==> src/hw/rtl/inns_pkg.sv <==
// ----------------------------------------------------------------------------
// inns_pkg
// Shared types, constants and helpers for the nearest-neighbour scaler.
// ----------------------------------------------------------------------------
`default_nettype none

package inns_pkg;

    // Scaling and frame limits.
    localparam int MAX_STEP   = 8;
    localparam int MAX_DIM    = 4096;
    localparam int STEP_W     = 4;
    localparam int PHASE_W    = $clog2(MAX_STEP);
    localparam int DIM_W      = 13;
    localparam int POS_W      = $clog2(MAX_DIM);
    localparam int DEST_W     = 15;
    localparam int CH_W       = 8;
    localparam logic [CH_W-1:0] CH_MAX = 8'd255;

    // Depth of the command queue between the front and back ends.
    localparam int QUEUE_DEPTH = 4;

    // Configuration port.
    localparam int CFG_IDX_W  = 3;
    localparam int CFG_DATA_W = DIM_W;

    typedef enum logic [CFG_IDX_W-1:0] {
        REG_ENLARGE      = 3'd0,
        REG_X_STEP       = 3'd1,
        REG_Y_STEP       = 3'd2,
        REG_BINARIZE     = 3'd3,
        REG_THRESHOLD    = 3'd4,
        REG_FRAME_WIDTH  = 3'd5,
        REG_FRAME_HEIGHT = 3'd6
    } t_reg_idx;

    // Register contents as written.
    typedef struct packed {
        logic              enlarge;
        logic [STEP_W-1:0] x_step;
        logic [STEP_W-1:0] y_step;
        logic              binarize;
        logic [CH_W-1:0]   threshold;
        logic [DIM_W-1:0]  frame_width;
        logic [DIM_W-1:0]  frame_height;
    } t_cfg;

    localparam t_cfg CFG_RESET = '{
        enlarge:      1'b0,
        x_step:       4'd2,
        y_step:       4'd2,
        binarize:     1'b0,
        threshold:    8'd127,
        frame_width:  13'd640,
        frame_height: 13'd480
    };

    // One tile to emit: shrink results are a one by one tile.
    typedef struct packed {
        logic [CH_W-1:0]    red;
        logic [CH_W-1:0]    green;
        logic [CH_W-1:0]    blue;
        logic [DEST_W-1:0]  base_x;
        logic [DEST_W-1:0]  base_y;
        logic [PHASE_W-1:0] ws_m1;
        logic [PHASE_W-1:0] hs_m1;
    } t_cmd;

    // A step of zero acts as one, a step above the maximum as the maximum.
    function automatic logic [STEP_W-1:0] clamp_step(input logic [STEP_W-1:0] v);
        logic [STEP_W-1:0] res;
        res = v;
        if (v == '0) begin
            res = STEP_W'(1);
        end else if (v > STEP_W'(MAX_STEP)) begin
            res = STEP_W'(MAX_STEP);
        end
        return res;
    endfunction

    // A frame size of zero acts as one, one above the maximum as the maximum.
    function automatic logic [DIM_W-1:0] clamp_dim(input logic [DIM_W-1:0] v);
        logic [DIM_W-1:0] res;
        res = v;
        if (v == '0) begin
            res = DIM_W'(1);
        end else if (v > DIM_W'(MAX_DIM)) begin
            res = DIM_W'(MAX_DIM);
        end
        return res;
    endfunction

endpackage

`default_nettype wire

==> src/hw/rtl/integer_nearest_neighbor_scaler.sv <==
// ----------------------------------------------------------------------------
// integer_nearest_neighbor_scaler
// Streaming nearest-neighbour scaler for raster-order RGB pixels.
// ----------------------------------------------------------------------------
// In shrink mode the block takes one pixel per cycle while full is low and
// gives at most one result for it; in enlarge mode each pixel gives the
// horizontal step times the vertical step results, one per cycle while the
// result register is free or popped. Pixels are classified on arrival and
// queued as tile commands in a four-entry queue, so the input keeps flowing
// while a tile is emitted, and full rises only when that queue is full.
// With the back end idle, a pixel's first result passes the command queue
// and then the result register on its way to the output ports.
// ----------------------------------------------------------------------------
`default_nettype none

module integer_nearest_neighbor_scaler (
    input  wire                               i_clk,
    input  wire                               i_rst_n,
    // Pixel input.
    input  wire                               push,
    output logic                              full,
    input  wire [inns_pkg::CH_W-1:0]          i_red,
    input  wire [inns_pkg::CH_W-1:0]          i_green,
    input  wire [inns_pkg::CH_W-1:0]          i_blue,
    // Result output.
    output logic                              empty,
    input  wire                               pop,
    output logic [inns_pkg::CH_W-1:0]         o_out_red,
    output logic [inns_pkg::CH_W-1:0]         o_out_green,
    output logic [inns_pkg::CH_W-1:0]         o_out_blue,
    output logic [inns_pkg::DEST_W-1:0]       o_dest_x,
    output logic [inns_pkg::DEST_W-1:0]       o_dest_y,
    output logic                              o_run_last,
    // Configuration writes.
    input  wire                               i_cfg_valid,
    output logic                              o_cfg_ready,
    input  wire [inns_pkg::CFG_IDX_W-1:0]     i_cfg_index,
    input  wire [inns_pkg::CFG_DATA_W-1:0]    i_cfg_data
);

    inns_pkg::t_cfg r_cfg;
    inns_pkg::t_cmd wr_cmd, rd_cmd;
    logic           accept, wr_en, cmd_done, cmd_valid, out_valid;

    assign o_cfg_ready = 1'b1;
    assign accept      = push && !full;
    assign empty       = !out_valid;

    // Configuration registers; an unknown index is ignored.
    always_ff @(posedge i_clk) begin
        if (!i_rst_n) begin
            r_cfg <= inns_pkg::CFG_RESET;
        end else if (i_cfg_valid) begin
            case (inns_pkg::t_reg_idx'(i_cfg_index))
                inns_pkg::REG_ENLARGE:      r_cfg.enlarge      <= i_cfg_data[0];
                inns_pkg::REG_X_STEP:       r_cfg.x_step       <= i_cfg_data[3:0];
                inns_pkg::REG_Y_STEP:       r_cfg.y_step       <= i_cfg_data[3:0];
                inns_pkg::REG_BINARIZE:     r_cfg.binarize     <= i_cfg_data[0];
                inns_pkg::REG_THRESHOLD:    r_cfg.threshold    <= i_cfg_data[7:0];
                inns_pkg::REG_FRAME_WIDTH:  r_cfg.frame_width  <= i_cfg_data;
                inns_pkg::REG_FRAME_HEIGHT: r_cfg.frame_height <= i_cfg_data;
                default: begin
                end
            endcase
        end
    end

    // Front end: position tracking and classification.
    inns_front u_front (
        .i_clk    (i_clk),
        .i_rst_n  (i_rst_n),
        .i_cfg    (r_cfg),
        .i_accept (accept),
        .i_red    (i_red),
        .i_green  (i_green),
        .i_blue   (i_blue),
        .o_wr_en  (wr_en),
        .o_cmd    (wr_cmd)
    );

    // Command queue.
    inns_queue u_queue (
        .i_clk      (i_clk),
        .i_rst_n    (i_rst_n),
        .i_wr_en    (wr_en),
        .i_wr_cmd   (wr_cmd),
        .i_rd_en    (cmd_done),
        .o_rd_cmd   (rd_cmd),
        .o_full     (full),
        .o_nonempty (cmd_valid)
    );

    // Back end: tile expansion and result register.
    inns_back u_back (
        .i_clk       (i_clk),
        .i_rst_n     (i_rst_n),
        .i_cmd       (rd_cmd),
        .i_cmd_valid (cmd_valid),
        .o_cmd_done  (cmd_done),
        .i_pop       (pop),
        .o_valid     (out_valid),
        .o_red       (o_out_red),
        .o_green     (o_out_green),
        .o_blue      (o_out_blue),
        .o_dest_x    (o_dest_x),
        .o_dest_y    (o_dest_y),
        .o_run_last  (o_run_last)
    );

endmodule

`default_nettype wire

==> src/hw/rtl/inns_front.sv <==
// ----------------------------------------------------------------------------
// inns_front
// Tracks the raster position of each accepted pixel, applies the threshold
// if binarize is set and makes a tile command, or drops it in shrink mode.
// ----------------------------------------------------------------------------
`default_nettype none

module inns_front (
    input  wire                         i_clk,
    input  wire                         i_rst_n,
    input  wire inns_pkg::t_cfg         i_cfg,
    input  wire                         i_accept,
    input  wire [inns_pkg::CH_W-1:0]    i_red,
    input  wire [inns_pkg::CH_W-1:0]    i_green,
    input  wire [inns_pkg::CH_W-1:0]    i_blue,
    output logic                        o_wr_en,
    output inns_pkg::t_cmd              o_cmd
);

    logic [inns_pkg::POS_W-1:0]   r_column, n_column;
    logic [inns_pkg::POS_W-1:0]   r_row, n_row;
    logic [inns_pkg::PHASE_W-1:0] r_col_phase, n_col_phase;
    logic [inns_pkg::PHASE_W-1:0] r_row_phase, n_row_phase;
    logic [inns_pkg::POS_W-1:0]   r_col_block, n_col_block;
    logic [inns_pkg::POS_W-1:0]   r_row_block, n_row_block;

    logic [inns_pkg::STEP_W-1:0]  ws, hs;
    logic [inns_pkg::DIM_W-1:0]   fw, fh;
    logic                         corner, fits_x, fits_y;
    logic [16:0]                  span_x, span_y;
    logic [15:0]                  tile_x, tile_y;

    // Effective factors and frame size.
    assign ws = inns_pkg::clamp_step(i_cfg.x_step);
    assign hs = inns_pkg::clamp_step(i_cfg.y_step);
    assign fw = inns_pkg::clamp_dim(i_cfg.frame_width);
    assign fh = inns_pkg::clamp_dim(i_cfg.frame_height);

    // A block fits when its far edge, (index + 1) * step, is inside the frame.
    assign span_x = 17'((13'(r_col_block) + 13'd1) * 17'(ws));
    assign span_y = 17'((13'(r_row_block) + 13'd1) * 17'(hs));
    assign fits_x = span_x <= 17'(fw);
    assign fits_y = span_y <= 17'(fh);
    assign corner = (r_col_phase == '0) && (r_row_phase == '0);

    // Destination of the top-left pixel of an enlarged tile.
    assign tile_x = 16'(r_column) * 16'(ws);
    assign tile_y = 16'(r_row) * 16'(hs);

    // Thresholding of one channel.
    function automatic logic [inns_pkg::CH_W-1:0] chan(
        input logic [inns_pkg::CH_W-1:0] v,
        input inns_pkg::t_cfg           c
    );
        logic [inns_pkg::CH_W-1:0] res;
        res = v;
        if (c.binarize) begin
            res = (v > c.threshold) ? inns_pkg::CH_MAX : '0;
        end
        return res;
    endfunction

    // Command built from the current pixel.
    always_comb begin
        o_cmd.red   = chan(i_red, i_cfg);
        o_cmd.green = chan(i_green, i_cfg);
        o_cmd.blue  = chan(i_blue, i_cfg);
        if (i_cfg.enlarge) begin
            o_cmd.base_x = tile_x[inns_pkg::DEST_W-1:0];
            o_cmd.base_y = tile_y[inns_pkg::DEST_W-1:0];
            o_cmd.ws_m1  = inns_pkg::PHASE_W'(ws - 4'd1);
            o_cmd.hs_m1  = inns_pkg::PHASE_W'(hs - 4'd1);
        end else begin
            o_cmd.base_x = inns_pkg::DEST_W'(r_col_block);
            o_cmd.base_y = inns_pkg::DEST_W'(r_row_block);
            o_cmd.ws_m1  = '0;
            o_cmd.hs_m1  = '0;
        end
        o_wr_en = i_accept && (i_cfg.enlarge || (corner && fits_x && fits_y));
    end

    // Advance of position, phase and block index.
    always_comb begin
        n_column    = r_column;
        n_row       = r_row;
        n_col_phase = r_col_phase;
        n_row_phase = r_row_phase;
        n_col_block = r_col_block;
        n_row_block = r_row_block;
        if (i_accept) begin
            if ((13'(r_column) + 13'd1) >= fw) begin
                n_column    = '0;
                n_col_phase = '0;
                n_col_block = '0;
                if ((13'(r_row) + 13'd1) >= fh) begin
                    n_row       = '0;
                    n_row_phase = '0;
                    n_row_block = '0;
                end else begin
                    n_row = r_row + 1'b1;
                    if ((4'(r_row_phase) + 4'd1) >= hs) begin
                        n_row_phase = '0;
                        n_row_block = r_row_block + 1'b1;
                    end else begin
                        n_row_phase = r_row_phase + 1'b1;
                    end
                end
            end else begin
                n_column = r_column + 1'b1;
                if ((4'(r_col_phase) + 4'd1) >= ws) begin
                    n_col_phase = '0;
                    n_col_block = r_col_block + 1'b1;
                end else begin
                    n_col_phase = r_col_phase + 1'b1;
                end
            end
        end
    end

    // Position state.
    always_ff @(posedge i_clk) begin
        if (!i_rst_n) begin
            r_column    <= '0;
            r_row       <= '0;
            r_col_phase <= '0;
            r_row_phase <= '0;
            r_col_block <= '0;
            r_row_block <= '0;
        end else begin
            r_column    <= n_column;
            r_row       <= n_row;
            r_col_phase <= n_col_phase;
            r_row_phase <= n_row_phase;
            r_col_block <= n_col_block;
            r_row_block <= n_row_block;
        end
    end

endmodule

`default_nettype wire

==> src/hw/rtl/inns_queue.sv <==
// ----------------------------------------------------------------------------
// inns_queue
// Short first-in first-out queue of tile commands between front and back.
// ----------------------------------------------------------------------------
`default_nettype none

module inns_queue (
    input  wire                 i_clk,
    input  wire                 i_rst_n,
    input  wire                 i_wr_en,
    input  wire inns_pkg::t_cmd i_wr_cmd,
    input  wire                 i_rd_en,
    output inns_pkg::t_cmd      o_rd_cmd,
    output logic                o_full,
    output logic                o_nonempty
);

    localparam int PTR_W = $clog2(inns_pkg::QUEUE_DEPTH);
    localparam int CNT_W = $clog2(inns_pkg::QUEUE_DEPTH + 1);

    inns_pkg::t_cmd   r_mem [inns_pkg::QUEUE_DEPTH];
    logic [PTR_W-1:0] r_wr_ptr, r_rd_ptr;
    logic [CNT_W-1:0] r_count;

    assign o_full     = r_count == CNT_W'(inns_pkg::QUEUE_DEPTH);
    assign o_nonempty = r_count != '0;
    assign o_rd_cmd   = r_mem[r_rd_ptr];

    // Storage words.
    always_ff @(posedge i_clk) begin
        if (i_wr_en) begin
            r_mem[r_wr_ptr] <= i_wr_cmd;
        end
    end

    // Pointers and fill level.
    always_ff @(posedge i_clk) begin
        if (!i_rst_n) begin
            r_wr_ptr <= '0;
            r_rd_ptr <= '0;
            r_count  <= '0;
        end else begin
            if (i_wr_en) begin
                r_wr_ptr <= r_wr_ptr + 1'b1;
            end
            if (i_rd_en) begin
                r_rd_ptr <= r_rd_ptr + 1'b1;
            end
            if (i_wr_en && !i_rd_en) begin
                r_count <= r_count + 1'b1;
            end else if (!i_wr_en && i_rd_en) begin
                r_count <= r_count - 1'b1;
            end
        end
    end

`ifndef SYNTHESIS
    a_no_overflow: assert property (@(posedge i_clk) disable iff (!i_rst_n)
        !(i_wr_en && o_full))
        else $error("Command written into a full queue.");

    a_no_underflow: assert property (@(posedge i_clk) disable iff (!i_rst_n)
        !(i_rd_en && !o_nonempty))
        else $error("Command read from an empty queue.");

    a_count_bound: assert property (@(posedge i_clk) disable iff (!i_rst_n)
        r_count <= CNT_W'(inns_pkg::QUEUE_DEPTH))
        else $error("Queue fill level beyond its depth.");
`endif

endmodule

`default_nettype wire

==> src/hw/rtl/inns_back.sv <==
// ----------------------------------------------------------------------------
// inns_back
// Walks each tile command row by row into a result register that the consumer
// pops, one result word per cycle while that register is free or popped.
// ----------------------------------------------------------------------------
`default_nettype none

module inns_back (
    input  wire                         i_clk,
    input  wire                         i_rst_n,
    input  wire inns_pkg::t_cmd         i_cmd,
    input  wire                         i_cmd_valid,
    output logic                        o_cmd_done,
    input  wire                         i_pop,
    output logic                        o_valid,
    output logic [inns_pkg::CH_W-1:0]   o_red,
    output logic [inns_pkg::CH_W-1:0]   o_green,
    output logic [inns_pkg::CH_W-1:0]   o_blue,
    output logic [inns_pkg::DEST_W-1:0] o_dest_x,
    output logic [inns_pkg::DEST_W-1:0] o_dest_y,
    output logic                        o_run_last
);

    logic [inns_pkg::PHASE_W-1:0] r_l, r_k;
    logic                         r_valid;
    logic                         adv, last_l, last_k;

    // A new word is produced when the result register is free or being popped.
    assign adv        = i_cmd_valid && (!r_valid || i_pop);
    assign last_l     = r_l == i_cmd.ws_m1;
    assign last_k     = r_k == i_cmd.hs_m1;
    assign o_cmd_done = adv && last_l && last_k;
    assign o_valid    = r_valid;

    // Result word payload.
    always_ff @(posedge i_clk) begin
        if (adv) begin
            o_red      <= i_cmd.red;
            o_green    <= i_cmd.green;
            o_blue     <= i_cmd.blue;
            o_dest_x   <= i_cmd.base_x + inns_pkg::DEST_W'(r_l);
            o_dest_y   <= i_cmd.base_y + inns_pkg::DEST_W'(r_k);
            o_run_last <= last_l && last_k;
        end
    end

    // Tile counters and result occupancy.
    always_ff @(posedge i_clk) begin
        if (!i_rst_n) begin
            r_l     <= '0;
            r_k     <= '0;
            r_valid <= 1'b0;
        end else begin
            if (adv) begin
                r_valid <= 1'b1;
                if (last_l) begin
                    r_l <= '0;
                    r_k <= last_k ? '0 : r_k + 1'b1;
                end else begin
                    r_l <= r_l + 1'b1;
                end
            end else if (i_pop) begin
                r_valid <= 1'b0;
            end
        end
    end

`ifndef SYNTHESIS
    a_tile_bounds: assert property (@(posedge i_clk) disable iff (!i_rst_n)
        i_cmd_valid |-> (r_l <= i_cmd.ws_m1 && r_k <= i_cmd.hs_m1))
        else $error("Tile counter beyond the tile size.");

    a_idle_counters: assert property (@(posedge i_clk) disable iff (!i_rst_n)
        !i_cmd_valid |-> (r_l == '0 && r_k == '0))
        else $error("Tile counters not at rest between commands.");

    a_result_held: assert property (@(posedge i_clk) disable iff (!i_rst_n)
        (r_valid && !i_pop) |=> r_valid)
        else $error("Waiting result word dropped before it was popped.");
`endif

endmodule

`default_nettype wire

==> config.mk <==
export PLATFORM = sky130hd
export DESIGN_NAME = integer_nearest_neighbor_scaler
export DESIGN_NICKNAME = d
export VERILOG_FILES = /design/src/hw/rtl/inns_pkg.sv /design/src/hw/rtl/integer_nearest_neighbor_scaler.sv /design/src/hw/rtl/inns_front.sv /design/src/hw/rtl/inns_queue.sv /design/src/hw/rtl/inns_back.sv
export SDC_FILE = /design/constraint.sdc
export NUM_CORES = 1
export LEC_CHECK = 0
export BUFFER_PORTS_ARGS = -buffer_cell sky130_fd_sc_hd__buf_4
export CELL_PAD_IN_SITES_DETAIL_PLACEMENT = 0
export CELL_PAD_IN_SITES_GLOBAL_PLACEMENT = 2
export CORE_UTILIZATION = 38
export DETAILED_ROUTE_END_ITERATION = 16
export PLACE_DENSITY = 0.79
export SYNTH_ARGS = -nofsm -noshare
export SYNTH_HDL_FRONTEND = slang
export SYNTH_SLANG_ARGS = --single-unit
==> constraint.sdc <==
create_clock -name i_clk -period 7.28 [get_ports i_clk]
set_input_delay 0.728 -clock i_clk [delete_from_list [all_inputs] [get_ports i_clk]]
set_output_delay 0.728 -clock i_clk [all_outputs]
set_load 0.02 [all_outputs]
### Word level (Yosys, flattened, before mapping)

Memory sizes are Yosys's and may differ from the RTL's. A register that Yosys moved wholly into a read port is not among the register bits.
Index checks and enable logic that the tools add are counted.

* logic and storage cells: 149
* output and inout port bits: 58
* RAM bits: 240
* input bits: 45
* memories kept: 1
* bits in registers: 167

* equal/unequal tests: 9
* $add $sub $neg: 22
* $lt $le $gt $ge: 13
* multipliers: 4
* reductions and logical operators: 40
* muxes and demuxes: 35

Memories
* u_queue.r_mem: depth 4, bits a word 60, read ports 1, clocked after memory_dff 1, wr ports 1, RTL line inns_queue.sv:21 `inns_pkg::t_cmd r_mem [inns_pkg::QUEUE_DEPTH];`

Operators with widths (count)
* 12-bit 2-to-1 mux: 6
* 12-bit by 1-bit adder with 13-bit output, second input constant: 4
* 13-bit 2-to-1 mux: 4
* 12-bit by 1-bit adder with 12-bit output, second input constant: 4
* 8-bit 2-to-1 mux: 6
* 36-bit 2-to-1 mux: 1
* 17-bit by 13-bit <= comparator with 1-bit output: 2
* 13-bit by 4-bit multiplier with 17-bit output: 2
* 15-bit by 3-bit adder with 15-bit output: 2
* 12-bit by 4-bit multiplier with 15-bit output: 2
* 13-bit greater-or-equal comparator: 2
* 13-bit > comparator, second input constant: 2
* 13-bit logical NOT: 2
* 8-bit > comparator: 3
* 3-bit 2-to-1 mux: 8
* 2-bit AND reduction: 10
* 4-bit 2-to-1 mux: 4
* 3-bit by 1-bit adder with 3-bit output, second input constant: 5
* 3-bit equality test, second input constant: 4
* 1-bit logical AND: 11
* 3-bit logical NOT: 3
* 3-bit by 1-bit subtractor with 3-bit output, second input constant: 3
* 3-bit by 1-bit adder with 4-bit output, second input constant: 2
* 4-bit greater-or-equal comparator: 2
* other kinds (13): 29

### Depth between registers and ports, before layout

Gate-level depths: netlist (run 1).

* depth after elaboration: 13
* mapped depth: 33

### By module

Synthesis (run 1) repeated with hierarchy kept, for this count alone.

* cells, all modules: 2238
* area total of the unflattened synthesis: 25345.6 µm²

By module, submodules not included
* inns_front: cells each 1520, seq. area each 1081.0 µm², times used 1, area each 11697.5 µm²
* inns_queue: cells each 357, seq. area each 7387.1 µm², times used 1, area each 9170.0 µm²
* inns_back: cells each 179, seq. area each 1791.7 µm², times used 1, area each 2638.8 µm²
* integer_nearest_neighbor_scaler: cells each 182, seq. area each 880.8 µm², times used 1, area each 1839.3 µm²

### Worst setup path after synthesis (run 1)

OpenSTA, ideal clock, no wires.

* kind: flip-flop to flip-flop
* start point: reg u_front.r_col_block[3] in the netlist's numbering
* end point: mem u_queue.r_mem[2][0] in the netlist's numbering (enable)
* path buffers: 1
* arrival time: 6871 ps
* setup slack: -15 ps
* period minus slack after synthesis: 7295 ps
* setup time: 424 ps
* stages on the path, launching flop included: 27
* path through: dfxtp_1 > and3_1 > and3_1 > and3_1 > clkbuf_1 > xnor2_1 > nor2_1 > fa_1 > inv_1 > fa_1 > inv_1 > ha_1 > a2111o_1 > o21ai_0 > o21a_1 > xnor2_1 > ha_1 > nand2_1 > nor2_1 > a211oi_1 > o21ai_0 > a311oi_1 > nand4_1 > nor4_2 > a31oi_4 > inv_2 > and2_1

* word-level cells in the longest chain between the ends: 9

Ends and longest elaborated chain
* from (decl): RTL line inns_front.sv:24 `logic [inns_pkg::POS_W-1:0] r_col_block, n_col_block;`
* from (signal assigned): RTL line inns_front.sv:134 `r_col_block <= n_col_block;`
* 12-bit by 1-bit adder with 13-bit output: RTL line inns_front.sv:40 `assign span_x = 17'((13'(r_col_block) + 13'd1) * 17'(ws));`
* 13-bit by 4-bit multiplier with 17-bit output: RTL line inns_front.sv:40
* 17-bit by 13-bit <= comparator with 1-bit output: RTL line inns_front.sv:42 `assign fits_x = span_x <= 17'(fw);`
* 1-bit logical AND (2 in series): RTL line inns_front.sv:79 `o_wr_en = i_accept && (i_cfg.enlarge || (corner && fits_x && fits_y));`
* 1-bit logical OR: RTL line inns_front.sv:79
* 1-bit logical AND: RTL line inns_front.sv:79
* via u_front.o_wr_en: RTL line inns_front.sv:16 `output logic o_wr_en,`
* 1-bit 2-to-1 mux: RTL line inns_queue.sv:31 `if (i_wr_en) begin`
* 1-bit 2-to-1 mux (implied by the code): RTL line inns_queue.sv:32 `r_mem[r_wr_ptr] <= i_wr_cmd;`
* to (decl): RTL line inns_queue.sv:21

The timed path passes the listed nets, and every way through them passes these cells.

### Final worst setup path (run 1)

* start point: reg u_front.r_row_block[0] in the netlist's numbering
* end point: reg u_queue.r_count[2]

* word-level cells in the longest chain between the ends: 9

Ends and longest elaborated chain
* from (decl): RTL line inns_front.sv:25 `logic [inns_pkg::POS_W-1:0] r_row_block, n_row_block;`
* from (signal assigned): RTL line inns_front.sv:135 `r_row_block <= n_row_block;`
* 12-bit by 1-bit adder with 13-bit output *: RTL line inns_front.sv:41 `assign span_y = 17'((13'(r_row_block) + 13'd1) * 17'(hs));`
* 13-bit by 4-bit multiplier with 17-bit output *: RTL line inns_front.sv:41
* 17-bit by 13-bit <= comparator with 1-bit output *: RTL line inns_front.sv:43 `assign fits_y = span_y <= 17'(fh);`
* 1-bit logical AND *: RTL line inns_front.sv:79
* 1-bit logical OR *: RTL line inns_front.sv:79
* 1-bit logical AND *: RTL line inns_front.sv:79
* via u_front.o_wr_en: RTL line inns_front.sv:16
* 1-bit logical NOT: RTL line inns_queue.sv:51 `end else if (!i_wr_en && i_rd_en) begin`
* 1-bit logical AND: RTL line inns_queue.sv:51
* 2-bit nonzero test (no line)
* to (signal assigned): RTL line inns_queue.sv:50 `r_count <= r_count + 1'b1;`
* to (signal assigned): RTL line inns_queue.sv:52 `r_count <= r_count - 1'b1;`
* to (decl): RTL line inns_queue.sv:23 `logic [CNT_W-1:0] r_count;`

Mark *: on every way through the listed nets, which the timed path passes. The rest lies on a longest branch.
A chain may end at the register's enable or synchronous reset.

==> results of run 1 <==
-- final cells by class --
type / count / area [um^2] / area share
Clock inverter: 32 / 304 / 0.0109
Multi-Input combinational cell: 1493 / 12300 / 0.442
Tap cell: 846 / 1060 / 0.0381
Clock buffer: 50 / 1140 / 0.0412
Inverter: 211 / 792 / 0.0285
Timing Repair Buffer: 134 / 1060 / 0.0380
Sequential cell: 409 / 11200 / 0.401
-- report_power, final --
group          internal, uW  total [uW]  leakage, uW  switching [uW]
sequential             3030        3190      0.00369             162
combinational           580        1510      0.00707             931
clock                  1290        2240     0.000713             955
-- per-stage QoR --
stage               worst slack [ns]  power (uW)  instance area, um^2  cells  hold WS (ns)
floorplan                      0.613        4150                24500   2203         0.436
global placement               0.202        4750                26300   3093         0.447
detailed placement            0.0742        4780                26300   3093         0.450
CTS                           0.0637        7050                27700   3175         0.348
global route                 0.00496        7260                27800   3175         0.380
finish                         0.416        6940                27800   3175         0.380
-- worst reg2reg max path: cells and delay by family (launching register included) --
| kind | cells | cell delay, ns |
|---|---|---|
| compound gates | 9 | 1.51 |
| buf+inv | 4 | 0.28 |
| xor+xnor | 3 | 0.57 |
| simple gates | 7 | 1.46 |
| flops | 1 | 0.46 |
| fa+ha+maj | 7 | 2.49 |
-- cell usage after synthesis, drive strengths merged (15+ instances only) --
cell and n:
mux2i 22, xnor2 78, nand2 258, mux2 21, edfxtp 295, mux4 58, a21oi 98, fa 87
nand4 21, a21o 36, o21ai 76, nor3 16, ha 184, clkbuf 67, xor2 54, buf 23
nor2 137, and2 61, dfxtp 114, inv 208, nand3 56, o211ai 15, nand2b 22, nor2b 23
and3 35
-- cell families after synthesis --
| logic type | after synthesis |
|---|---|
| buffers and inverters | 301 |
| multiplexers | 101 |
| AND/OR/NAND/NOR | 678 |
| flip-flops | 409 |
| XOR/XNOR | 132 |
| other | 1 |
| AO/OA/AOI/OAI | 310 |
| adder cells (fa/ha/maj) | 271 |
-- metal layers --
metal	wire (um)	up-vias
met5	0	-
met4	1440	0
met3	2590	84
met2	25800	358
met1	28100	8150
li1	-	7913
-- state kept, by name, summed over array words and instances (netlist names), named ones only --
| signal | cells |
|---|---|
| u_back.o_valid | 1 |
| u_back.o_dest_y | 15 |
| u_front.r_row_phase | 3 |
| u_front.r_column | 12 |
| u_back.o_red | 8 |
| u_back.o_blue | 8 |
| u_queue.r_rd_ptr | 2 |
| u_queue.r_count | 3 |
| u_front.r_row | 12 |
| u_back.o_run_last | 1 |
| u_queue.r_mem | 240 |
| u_front.r_col_phase | 3 |
| r_cfg | 44 |
| u_front.r_row_block | 12 |
| u_back.o_green | 8 |
| u_back.o_dest_x | 15 |
| u_back.r_k | 3 |
| u_queue.r_wr_ptr | 2 |
| u_back.r_l | 3 |
| u_front.r_col_block | 12 |
-- timing repair --
action | CTS | global route
resized for setup | 0 | 20
buffers inserted | 0 | 0
setup endpoints to repair | 0 | 92
-- worst min-delay path by stage --
stage / slack [ns] / start / endpoint / cells past startpoint
CTS: 0.35 / i_cfg_data[8] / r_cfg[8] / 3
floorplan: 0.44 / r_cfg[0] / r_cfg[0] / 2
global placement: 0.45 / r_cfg[13] / r_cfg[13] / 2
finish: 0.38 / i_cfg_data[9] / r_cfg[22] / 3
global route: 0.38 / i_cfg_data[8] / r_cfg[8] / 3
detailed placement: 0.45 / r_cfg[13] / r_cfg[13] / 2
==> summary.md, run 1 <==
| Metric | Value |
|---|---|
| Headroom to the max-slew limit | `0.180` |
| DR vias | `16500` |
| Total of max-cap violations | `0` |
| Antenna Violating Nets Remaining | `0` |
| Synthesized flop and latch total | `409` |
| Share of the synthesized area in the top cell type | `0.362` |
| End point of the critical path | `u_queue.r_count[2]` |
| Worst vdd ir | `0.211 mV` |
| Worst path depth | `30` |
| Clock Tree Buf Depth | `3` |
| Num CTS Buffers | `44` |
| Final core occ | `0.438` |
| Largest net degree at the start of global routing | `68` |
| Crit path max fanout | `7` |
| Primary FF master, synth | `edfxtp_1` |
| Post-layout nets | `2609` |
| Share of synthesized area occupied by flip-flops and latches | `0.455` |
| Portion of the clock cycle consumed by the worst path in the final layout | `0.943` |
| CTS tree | `done` |
| Number of antenna violations at the first check in global routing | `0` |
| Final setup vio count | `0` |
| Synth Cell Area | `24500 um^2` |
| Accumulated negative setup slack | `0 ns` |
| Number of enable-type register cells in the synthesized netlist | `295` |
| Synthesized-area fraction occupied by and/or/nand/nor cells | `0.132` |
| Drt total wl | `57900 um` |
| Total of buffers placed on input and output ports | `101` |
| Floorplan die width | `256 um` |
| Combinational family with the most area after synthesis | `adder cells` |
| Signed area change from the synthesized netlist to the final layout | `13.4%` |
| Synth async-reset ratio | `0` |
| Multiplexer share of the synthesized area | `0.0720` |
| Number of top-level design ports | `103` |
| Startpoint type of the worst setup path | `flip-flop` |
| R2r endpoint | `u_queue.r_count[2]` |
| Total global routing track utilization | `0.178` |
| RSZ-0062 raised after global routing | `false` |
| Cell types occupying the most area after synthesis | `edfxtp_1 36%, ha_1 9.4%, dfxtp_1 9.3%` |
| Crit path launch | `u_front.r_row_block[0]` |
| Clock input transition at the sequential cells of the worst setup and hold paths | `0.06 ns` |
| Sink Count | `409` |
| Wire length of the first global-routing pass | `92400 um` |
| Final-layout fill cell count | `5912` |
| Worst path top cell family by delay | `adder cells` |
| Hold buffer count at CTS | `0` |
| Largest stage delay, worst path | `0.55 ns` |
| Post-synthesis net count | `2519` |
| Number of buffers and inverters on the critical path | `4` |
| Count of final max-slew check failures | `0` |
| Xor/xnor share of the synthesized area | `0.0472` |
| Adder-cell share of the synthesized area | `0.165` |
| CP Capture Type | `flip-flop` |
| # rows | `92` |
| Ratio of cells with drive above 1 in the final layout | `0.139` |
| Initial DRC count | `946` |
| Most utilized layer in the global route result | `met2` |
| Syn avg cell area | `11.1 um^2` |
| Grt met2 use | `0.281` |
| Arrival time reported for the critical path endpoint | `7.37 ns` |
| Average vias per placed instance | `5.20` |
| Met3 Usage GRT | `0.0217` |
| Synthesized instance count | `2203` |
| RR Startpoint | `u_front.r_row_block[0]` |
| Final HPWL from detailed placement | `41800 um` |
| Yosys warns | `0` |
| CORE AREA | `63400 um^2` |
| # diodes | `0` |
| Hold violation count in the final report | `0` |
| Post-route DRC violation count | `0` |
| Min Clock Period, post-route | `6.86 ns` |
| Later-pin clock latency in the skew report | `0.59 ns` |
| Slowest CP cell | `fa_1` |
| Power density cells | `250 nW/um^2` |
| Average routed wire per standard cell | `18.3 um` |
| Largest area contributor in the synthesized netlist | `edfxtp_1` |
| Most common cell after layout, fill and taps aside | `edfxtp_1` |
| Number of global-route vias before repair | `16700` |
| Initial Utilization | `0.386` |
| Number of iterations in the first detailed-routing pass | `5` |
| Data required, critical path | `7.78 ns` |
| Clock root cell | `clkbuf_16` |
| Type of the worst setup path | `reg2reg` |
| Top library cells by usage in the layout, fill and taps aside | `295 x edfxtp_1, 258 x nand2_1, 206 x inv_1, 182 x ha_1, 137 x nor2_1` |
| Congestion Overflow GR | `0` |
| Outcome | `finished clean` |
| Cells on worst reg2reg path | `30` |
| Met1 track utilization from global routing | `0.256` |
| Compound-cell area share of the yosys netlist | `0.0814` |
| Worst min-delay path category | `in2reg` |
| Overall die area | `65500 um^2` |
| Routability congestion estimate | `0.802` |
| Pleak | `0.0115 uW` |
| Clk_skew | `0.0160 ns` |
| Height of the die | `256 um` |
| H-tree depth | `2` |
| Number of distinct library cells after synthesis | `68` |
| Slew @ Worst Pin | `1.23 ns` |
| Worst reg2reg setup slack | `0.42 ns` |
| Max Fclk | `146 MHz` |
Power figures use the tool's default switching activity.
==> run 2, diff against run 1 <==
--- a/config.mk
+++ b/config.mk
@@ -5,12 +5,14 @@
 export SDC_FILE = /design/constraint.sdc
 export NUM_CORES = 1
 export LEC_CHECK = 0
-export BUFFER_PORTS_ARGS = -buffer_cell sky130_fd_sc_hd__buf_4
+export BUFFER_PORTS_ARGS = -buffer_cell sky130_fd_sc_hd__clkbuf_2
 export CELL_PAD_IN_SITES_DETAIL_PLACEMENT = 0
 export CELL_PAD_IN_SITES_GLOBAL_PLACEMENT = 2
-export CORE_UTILIZATION = 38
+export CORE_UTILIZATION = 39
 export DETAILED_ROUTE_END_ITERATION = 16
-export PLACE_DENSITY = 0.79
+export GPL_TIMING_DRIVEN = 0
+export PLACE_DENSITY = 0.8
 export SYNTH_ARGS = -nofsm -noshare
 export SYNTH_HDL_FRONTEND = slang
+export SYNTH_HIERARCHICAL = 1
 export SYNTH_SLANG_ARGS = --single-unit
==> summary.md, run 2 <==
| Metric | Value |
|---|---|
| Outcome | `finished clean` |
| Startpoint type of the worst setup path | `flip-flop` |
| Number of buffers and inverters on the critical path | `4 (unchanged)` |
| Yosys warns | `6 (+6)` |
| Total of buffers placed on input and output ports | `101 (unchanged)` |
| Syn avg cell area | `11.3 um^2 (+1.9%)` |
| Sink Count | `409 (unchanged)` |
| Synthesized flop and latch total | `409 (unchanged)` |
| Share of synthesized area occupied by flip-flops and latches | `0.440 (-0.0153)` |
| Floorplan die width | `257 um (+0.41%)` |
| Regs by FF count | `u_queue/r_mem x240, r_cfg x44` |
| Number of top-level design ports | `103 (unchanged)` |
| Post-layout nets | `2716 (+4.1%)` |
| Synth top cells by count | `295 x edfxtp_1, 231 x nand2_1, 195 x inv_1` |
| Data required, critical path | `7.78 ns (about the same)` |
| Top library cells by usage in the layout, fill and taps aside | `295 x edfxtp_1, 231 x nand2_1, 194 x inv_1, 180 x ha_1, 111 x clkbuf_2` |
| Routability congestion estimate | `0.860 (+7.2%)` |
| Accumulated negative setup slack | `0 ns (unchanged)` |
| Synth Cell Area | `25300 um^2 (+3.5%)` |
| Cell types occupying the most area after synthesis | `edfxtp_1 35%, ha_1 9.1%, dfxtp_1 9.0%` |
| Number of global-route vias before repair | `17400 (+3.8%)` |
| Synthesized instance count | `2238 (+1.6%)` |
| H-tree depth | `2 (unchanged)` |
| Congestion Overflow GR | `0 (unchanged)` |
| Largest register by flop count | `u_queue/r_mem` |
| Final-layout fill cell count | `5896 (-0.27%)` |
| Largest stage delay, worst path | `0.54 ns (about the same)` |
| Post-route DRC violation count | `0 (unchanged)` |
| Number of distinct library cells after synthesis | `81 (+19%)` |
| Headroom to the max-slew limit | `0.443 (+0.262)` |
| Arrival time reported for the critical path endpoint | `7.51 ns (+0.14 ns)` |
| CP Capture Type | `flip-flop` |
| Worst min-delay path category | `in2reg` |
| Initial Utilization | `0.394 (+0.00769)` |
| Hold buffer count at CTS | `0 (unchanged)` |
| Total power consumption of the routed design | `7030 uW (+1.2%)` |
| Number of antenna violations at the first check in global routing | `1 (+1)` |
| Num CTS Buffers | `46 (+4.5%)` |
| CORE AREA | `64300 um^2 (+1.5%)` |
| Slew @ Worst Pin | `0.836 ns (-0.391 ns)` |
| Height of the die | `257 um (+0.41%)` |
| Synth async-reset ratio | `0 (unchanged)` |
| CTS tree | `done` |
| Clock Tree Buf Depth | `3 (unchanged)` |
| Worst vdd ir | `0.186 mV (-12%)` |
| Portion of the clock cycle consumed by the worst path in the final layout | `0.963 (+0.0198)` |
| Ratio of cells with drive above 1 in the final layout | `0.155 (+0.0161)` |
| Average routed wire per standard cell | `19.7 um (+7.8%)` |
| Share of the synthesized area in the top cell type | `0.350 (-0.0121)` |
| Final HPWL from detailed placement | `49600 um (+19%)` |
| Later-pin clock latency in the skew report | `0.59 ns (about the same)` |
| Slowest CP cell | `fa_1` |
| Signed area change from the synthesized netlist to the final layout | `13.9%` |
| Wire length of the first global-routing pass | `101000 um (+8.8%)` |
| Primary FF master, synth | `edfxtp_1` |
| Most common cell after layout, fill and taps aside | `edfxtp_1` |
| Post-synthesis net count | `2555 (+1.4%)` |
| Power density cells | `243 nW/um^2 (-2.6%)` |
| Antenna Violating Nets Remaining | `0 (unchanged)` |
| Met2 routed wirelength | `30000 um (+16%)` |
| Final setup vio count | `0 (unchanged)` |
| Number of enable-type register cells in the synthesized netlist | `295 (unchanged)` |
| Type of the worst setup path | `reg2reg` |
| Met1 routed wirelength after detailed routing | `29800 um (+6.0%)` |
| Number of flip-flops in the largest register | `240 (unchanged)` |
| Largest net degree at the start of global routing | `43 (-37%)` |
| Largest area contributor in the synthesized netlist | `edfxtp_1` |
| Clock root cell | `clkbuf_16` |
| Multi-input gate area in the final layout | `13100 um^2 (+7.0%)` |
| Register Area | `11100 um^2 (about the same)` |
| Count of final max-slew check failures | `0 (unchanged)` |
| Max Fclk | `143 MHz (-2.1%)` |
| Most used standard cell by instance count after synthesis | `edfxtp_1` |
| # diodes | `0 (unchanged)` |
| Clock input transition at the sequential cells of the worst setup and hold paths | `0.06 ns (about the same)` |
| # rows | `93 (+1.1%)` |
| Worst path top cell family by delay | `adder cells` |
| Number of iterations in the first detailed-routing pass | `5 (unchanged)` |
| Pleak | `0.0118 uW (+2.9%)` |
| Average vias per placed instance | `5.24 (+0.83%)` |
| Met3 routed WL | `3340 um (+29%)` |
| Drt total wl | `64800 um (+12%)` |
| Overall die area | `66000 um^2 (+0.81%)` |
| Crit path max fanout | `7 (unchanged)` |
| Total global routing track utilization | `0.196 (+0.0177)` |
| Min Clock Period, post-route | `7.01 ns (+0.144 ns)` |
| Hold violation count in the final report | `0 (unchanged)` |
| Initial DRC count | `913 (-3.5%)` |
| Total of max-cap violations | `0 (unchanged)` |
| Highest metal layer used by the detailed router | `met4` |
| Clk_skew | `0.0283 ns (+0.0123 ns)` |
| DR vias | `17300 (+4.5%)` |
==> run 2: cell types whose count changed after synthesis, moves of 11 or more <==
cell,delta
a21oi_1,-41
and2_1,+11
buf_2,+13
clkbuf_1,-13
inv_1,-12
mux2i_1,+39
nand2_1,-27
nand3_1,-12
nor2_1,-43
nor2b_1,+33
==> run 2: kinds of logic after synthesis <==
family	count (synthesis)	synth area share
AND/OR/NAND/NOR	677	0.137
flip-flops	409	0.440
AO/OA/AOI/OAI	320	0.0852
buffers and inverters	299	0.0508
adder cells (fa/ha/maj)	272	0.160
multiplexers	136	0.0841
XOR/XNOR	124	0.0431
other	1	0.000148
==> run 2: cell type report <==
cell class | instances | share of cell area
Tap cell | 855 | 0.0371
Buffer | 99 | 0.0196
Sequential cell | 409 | 0.386
Inverter | 199 | 0.0261
Multi-Input combinational cell | 1530 | 0.455
Clock inverter | 23 | 0.00824
Timing Repair Buffer | 114 | 0.0244
Clock buffer | 62 | 0.0437
==> run 2: worst paths after layout <==
check,depth (start not counted),end,slack [ns],from
setup / recovery,26,u_queue/r_count[2],0.27,u_front/r_col_block[0]
hold / removal,3,r_cfg[9],0.39,i_cfg_data[9]
setup reg to reg,26,u_queue/r_count[2],0.27,u_front/r_col_block[0]
hold reg to reg,2,r_cfg[13],0.47,r_cfg[13]
==> run 2: per-stage QoR <==
step / cells / util / setup slack, ns / hold slack, ns / instance area (um^2)
global placement: 3194 / 0.418 / -1.57 / 0.450 / 26900
floorplan: 2238 / - / 0.450 / 0.434 / 25400
detailed placement: 3199 / 0.421 / -1.27 / 0.453 / 27100
CTS: 3287 / 0.446 / 0.0281 / 0.379 / 28700
finish: 3291 / 0.449 / 0.272 / 0.395 / 28900
global route: 3291 / 0.449 / -0.0350 / 0.380 / 28900
==> run 2: tightest hold or removal path: cells and delay by family <==
family                 cells  cell delay (ns)
buffers and inverters      1             0.10
muxes                      1             0.05
and+or+nand+nor            1             0.06
==> run 2: power by group <==
part | leakage [uW] | total [uW] | switching (uW) | internal [uW]
clock network | 0.000719 | 2280 | 970 | 1310
logic | 0.00740 | 1580 | 1000 | 580
registers | 0.00369 | 3170 | 152 | 3020
==> run 2: layer usage <==
| layer | global-route usage | vias to the layer above |
|---|---|---|
| met5 | 0 | - |
| met2 | 0.320 | 386 |
| li1 | - | 8289 |
| met4 | 0.0537 | 0 |
| met1 | 0.269 | 8490 |
| met3 | 0.0327 | 85 |
==> run 2: timing repair <==
item / in CTS / in global routing
gates resized for setup: 22 / 48
endpoints found under the setup margin: 245 / 155
setup buffers: 4 / 4
pin swaps: 4 / 10
cloned: 0 / 0
==> run 3, diff against run 2 <==
--- a/config.mk
+++ b/config.mk
@@ -11,7 +11,7 @@
 export CORE_UTILIZATION = 39
 export DETAILED_ROUTE_END_ITERATION = 16
 export GPL_TIMING_DRIVEN = 0
-export PLACE_DENSITY = 0.8
+export PLACE_DENSITY = 0.76
 export SYNTH_ARGS = -nofsm -noshare
 export SYNTH_HDL_FRONTEND = slang
 export SYNTH_HIERARCHICAL = 1
==> summary.md, run 3 (synthesis results as in run 2) <==
| Metric | Value |
|---|---|
| Sink Count | `409 (unchanged)` |
| Clock input transition at the sequential cells of the worst setup and hold paths | `0.06 ns (about the same)` |
| Signed area change from the synthesized netlist to the final layout | `14.3%` |
| RR Startpoint | `r_cfg[38]` |
| Type of the worst setup path | `reg2reg` |
| Hold violation count in the final report | `0 (unchanged)` |
| Worst setup timing slack at the placement stage | `-0.790 ns (+0.476 ns)` |
| Routability congestion estimate | `0.846 (-1.6%)` |
| Number of flip-flops in the largest register | `240 (unchanged)` |
| Total of buffers placed on input and output ports | `101 (unchanged)` |
| Startpoint type of the worst setup path | `flip-flop` |
| H-tree depth | `2 (unchanged)` |
| Headroom to the max-slew limit | `0.333 (-0.110)` |
| Clock root cell | `clkbuf_16` |
| Arrival time reported for the critical path endpoint | `7.47 ns (-0.04 ns)` |
| Most common cell after layout, fill and taps aside | `edfxtp_1` |
| Initial DRC count | `1079 (+18%)` |
| Antenna Violating Nets Remaining | `0 (unchanged)` |
| Clk_skew | `0.0307 ns (+0.00240 ns)` |
| Largest net degree at the start of global routing | `43 (unchanged)` |
| CORE AREA | `64300 um^2 (unchanged)` |
| Top library cells by usage in the layout, fill and taps aside | `295 x edfxtp_1, 231 x nand2_1, 194 x inv_1, 181 x ha_1, 112 x dfxtp_1` |
| Total of max-cap violations | `0 (unchanged)` |
| # rows | `93 (unchanged)` |
| Max Fclk | `144 MHz (+0.81%)` |
| Floorplan die width | `257 um (unchanged)` |
| Post-route DRC violation count | `0 (unchanged)` |
| Pleak | `0.0119 uW (+0.54%)` |
| Worst min-delay path category | `in2reg` |
| Data required, critical path | `7.80 ns (+0.02 ns)` |
| Overall die area | `66000 um^2 (unchanged)` |
| Final HPWL from detailed placement | `50600 um (+2.0%)` |
| Final setup vio count | `0 (unchanged)` |
| Clock Tree Buf Depth | `3 (unchanged)` |
| CP Capture Type | `flip-flop` |
| Average routed wire per standard cell | `20.0 um (+1.7%)` |
| Outcome | `finished clean` |
| Ratio of cells with drive above 1 in the final layout | `0.148 (-0.00762)` |
| Hold buffer count at CTS | `0 (unchanged)` |
| Average vias per placed instance | `5.23 (-0.22%)` |
| RSZ-0062 raised after global routing | `false` |
| Power density cells | `253 nW/um^2 (+3.9%)` |
| Worst vdd ir | `0.160 mV (-14%)` |
| Regs by FF count | `u_queue/r_mem x240, r_cfg x44` |
| Startpoint of the tightest hold check path | `i_cfg_data[6]` |
| # diodes | `0 (unchanged)` |
| Total global routing track utilization | `0.202 (+0.00631)` |
| Slew @ Worst Pin | `0.990 ns (+0.154 ns)` |
| Portion of the clock cycle consumed by the worst path in the final layout | `0.955 (-0.00776)` |
| Number of top-level design ports | `103 (unchanged)` |
| Crit path launch | `r_cfg[38]` |
| DR vias | `17200 (-0.31%)` |
| Drt total wl | `65800 um (+1.6%)` |
| Crit path max fanout | `10 (+3)` |
| Number of iterations in the first detailed-routing pass | `5 (unchanged)` |
| Min Clock Period, post-route | `6.95 ns (-0.0565 ns)` |
| Worst Setup Slack, final | `0.328 ns (+0.0565 ns)` |
| CTS tree | `done` |
| Wire length of the first global-routing pass | `103000 um (+2.8%)` |
| Initial Utilization | `0.394 (unchanged)` |
| Num CTS Buffers | `46 (unchanged)` |
| Height of the die | `257 um (unchanged)` |
| Final Cell Area | `29000 um^2 (+0.35%)` |
| Placed cell areas | `27100 um^2 (about the same)` |
| Largest register by flop count | `u_queue/r_mem` |
| Later-pin clock latency in the skew report | `0.59 ns (about the same)` |
| Count of final max-slew check failures | `0 (unchanged)` |
| Congestion Overflow GR | `0 (unchanged)` |
| Number of antenna violations at the first check in global routing | `0 (-1)` |
| Number of global-route vias before repair | `17800 (+2.5%)` |
| Post-layout nets | `2713 (-0.11%)` |
[run 3: cell types whose count changed in the layout (fill, tap and decap cells not counted), sizes merged]
cell	change
bufinv	+10
clkinvlp	-2
clkbuf	-4
buf	-5
and2	+1
inv	-3
[run 3: final timing paths]
check | end | slack (ns) | cells past startpoint
worst max-delay path | u_queue/r_count[2] | 0.33 | 27
worst min-delay path | r_cfg[19] | 0.41 | 3
worst max register to register | u_queue/r_count[2] | 0.33 | 27
worst min register to register | r_cfg[39] | 0.46 | 2
[run 3: routing by layer]
layer | track usage | wire length (um) | part of all wire
met3 | 0.0299 | 3060 | 0.047
met5 | 0 | 0 | 0
met4 | 0.0592 | 2020 | 0.031
met2 | 0.325 | 29900 | 0.45
met1 | 0.283 | 30800 | 0.47
[run 3: final cells by class]
type                       count  area (um^2)
tap                          855         1070
multi-input combinational   1531        13100
buffer                        99          552
timing repair buffer         110          669
inverter                     199          757
fill                        5971        35400
sequential                   409        11100
clock buffer                  57         1220
clock inverter                28          472
[run 3: timing repair]
item | 4_1_cts | 5_1_grt
resized for setup | 11 | 35
setup buffers | 2 | 2
gates cloned | 0 | 1
pin swaps | 1 | 6
endpoints found under the setup margin | 243 | 162
[run 3: critical path, stage by stage (launching register included)]
cell and delay [ns]:
dfxtp_1 0.52, clkbuf_1 0.51, nand2_1 0.18, fa_1 0.57, inv_1 0.06, fa_1 0.58, inv_1 0.07, fa_1 0.46
nor2b_1 0.19, o31ai_1 0.13, a21oi_1 0.28, a21oi_1 0.13, xnor2_1 0.25, ha_1 0.30, a21o_1 0.16, a21o_1 0.17
a21oi_1 0.17, o211a_1 0.17, a211oi_1 0.07, a221o_1 0.34, o31ai_4 0.19, buf_6 0.16, ha_2 0.19, inv_1 0.06
fa_1 0.37, xor2_1 0.18, or3_1 0.31, a21boi_1 0.13
[run 3: through the flow]
stage	setup TNS, ns	hold slack (ns)	utilization	cells	total power [uW]
2_1_floorplan	0	0.434	-	2238	4200
3_3_place_gp	-405.66	0.448	0.418	3194	4720
3_5_place_dp	-102.52	0.451	0.421	3199	4790
4_1_cts	0	0.377	0.448	3286	7400
5_1_grt	0	0.409	0.450	3288	7650
6_report	0	0.407	0.450	3288	7330
[run 3: report_power, final]
| part | switching, uW | internal, uW | leakage (uW) |
|---|---|---|---|
| Combinational | 1010 | 573 | 0.00737 |
| Clock | 955 | 1620 | 0.000818 |
| Sequential | 143 | 3020 | 0.00368 |
| Total | 2110 | 5220 | 0.0119 |
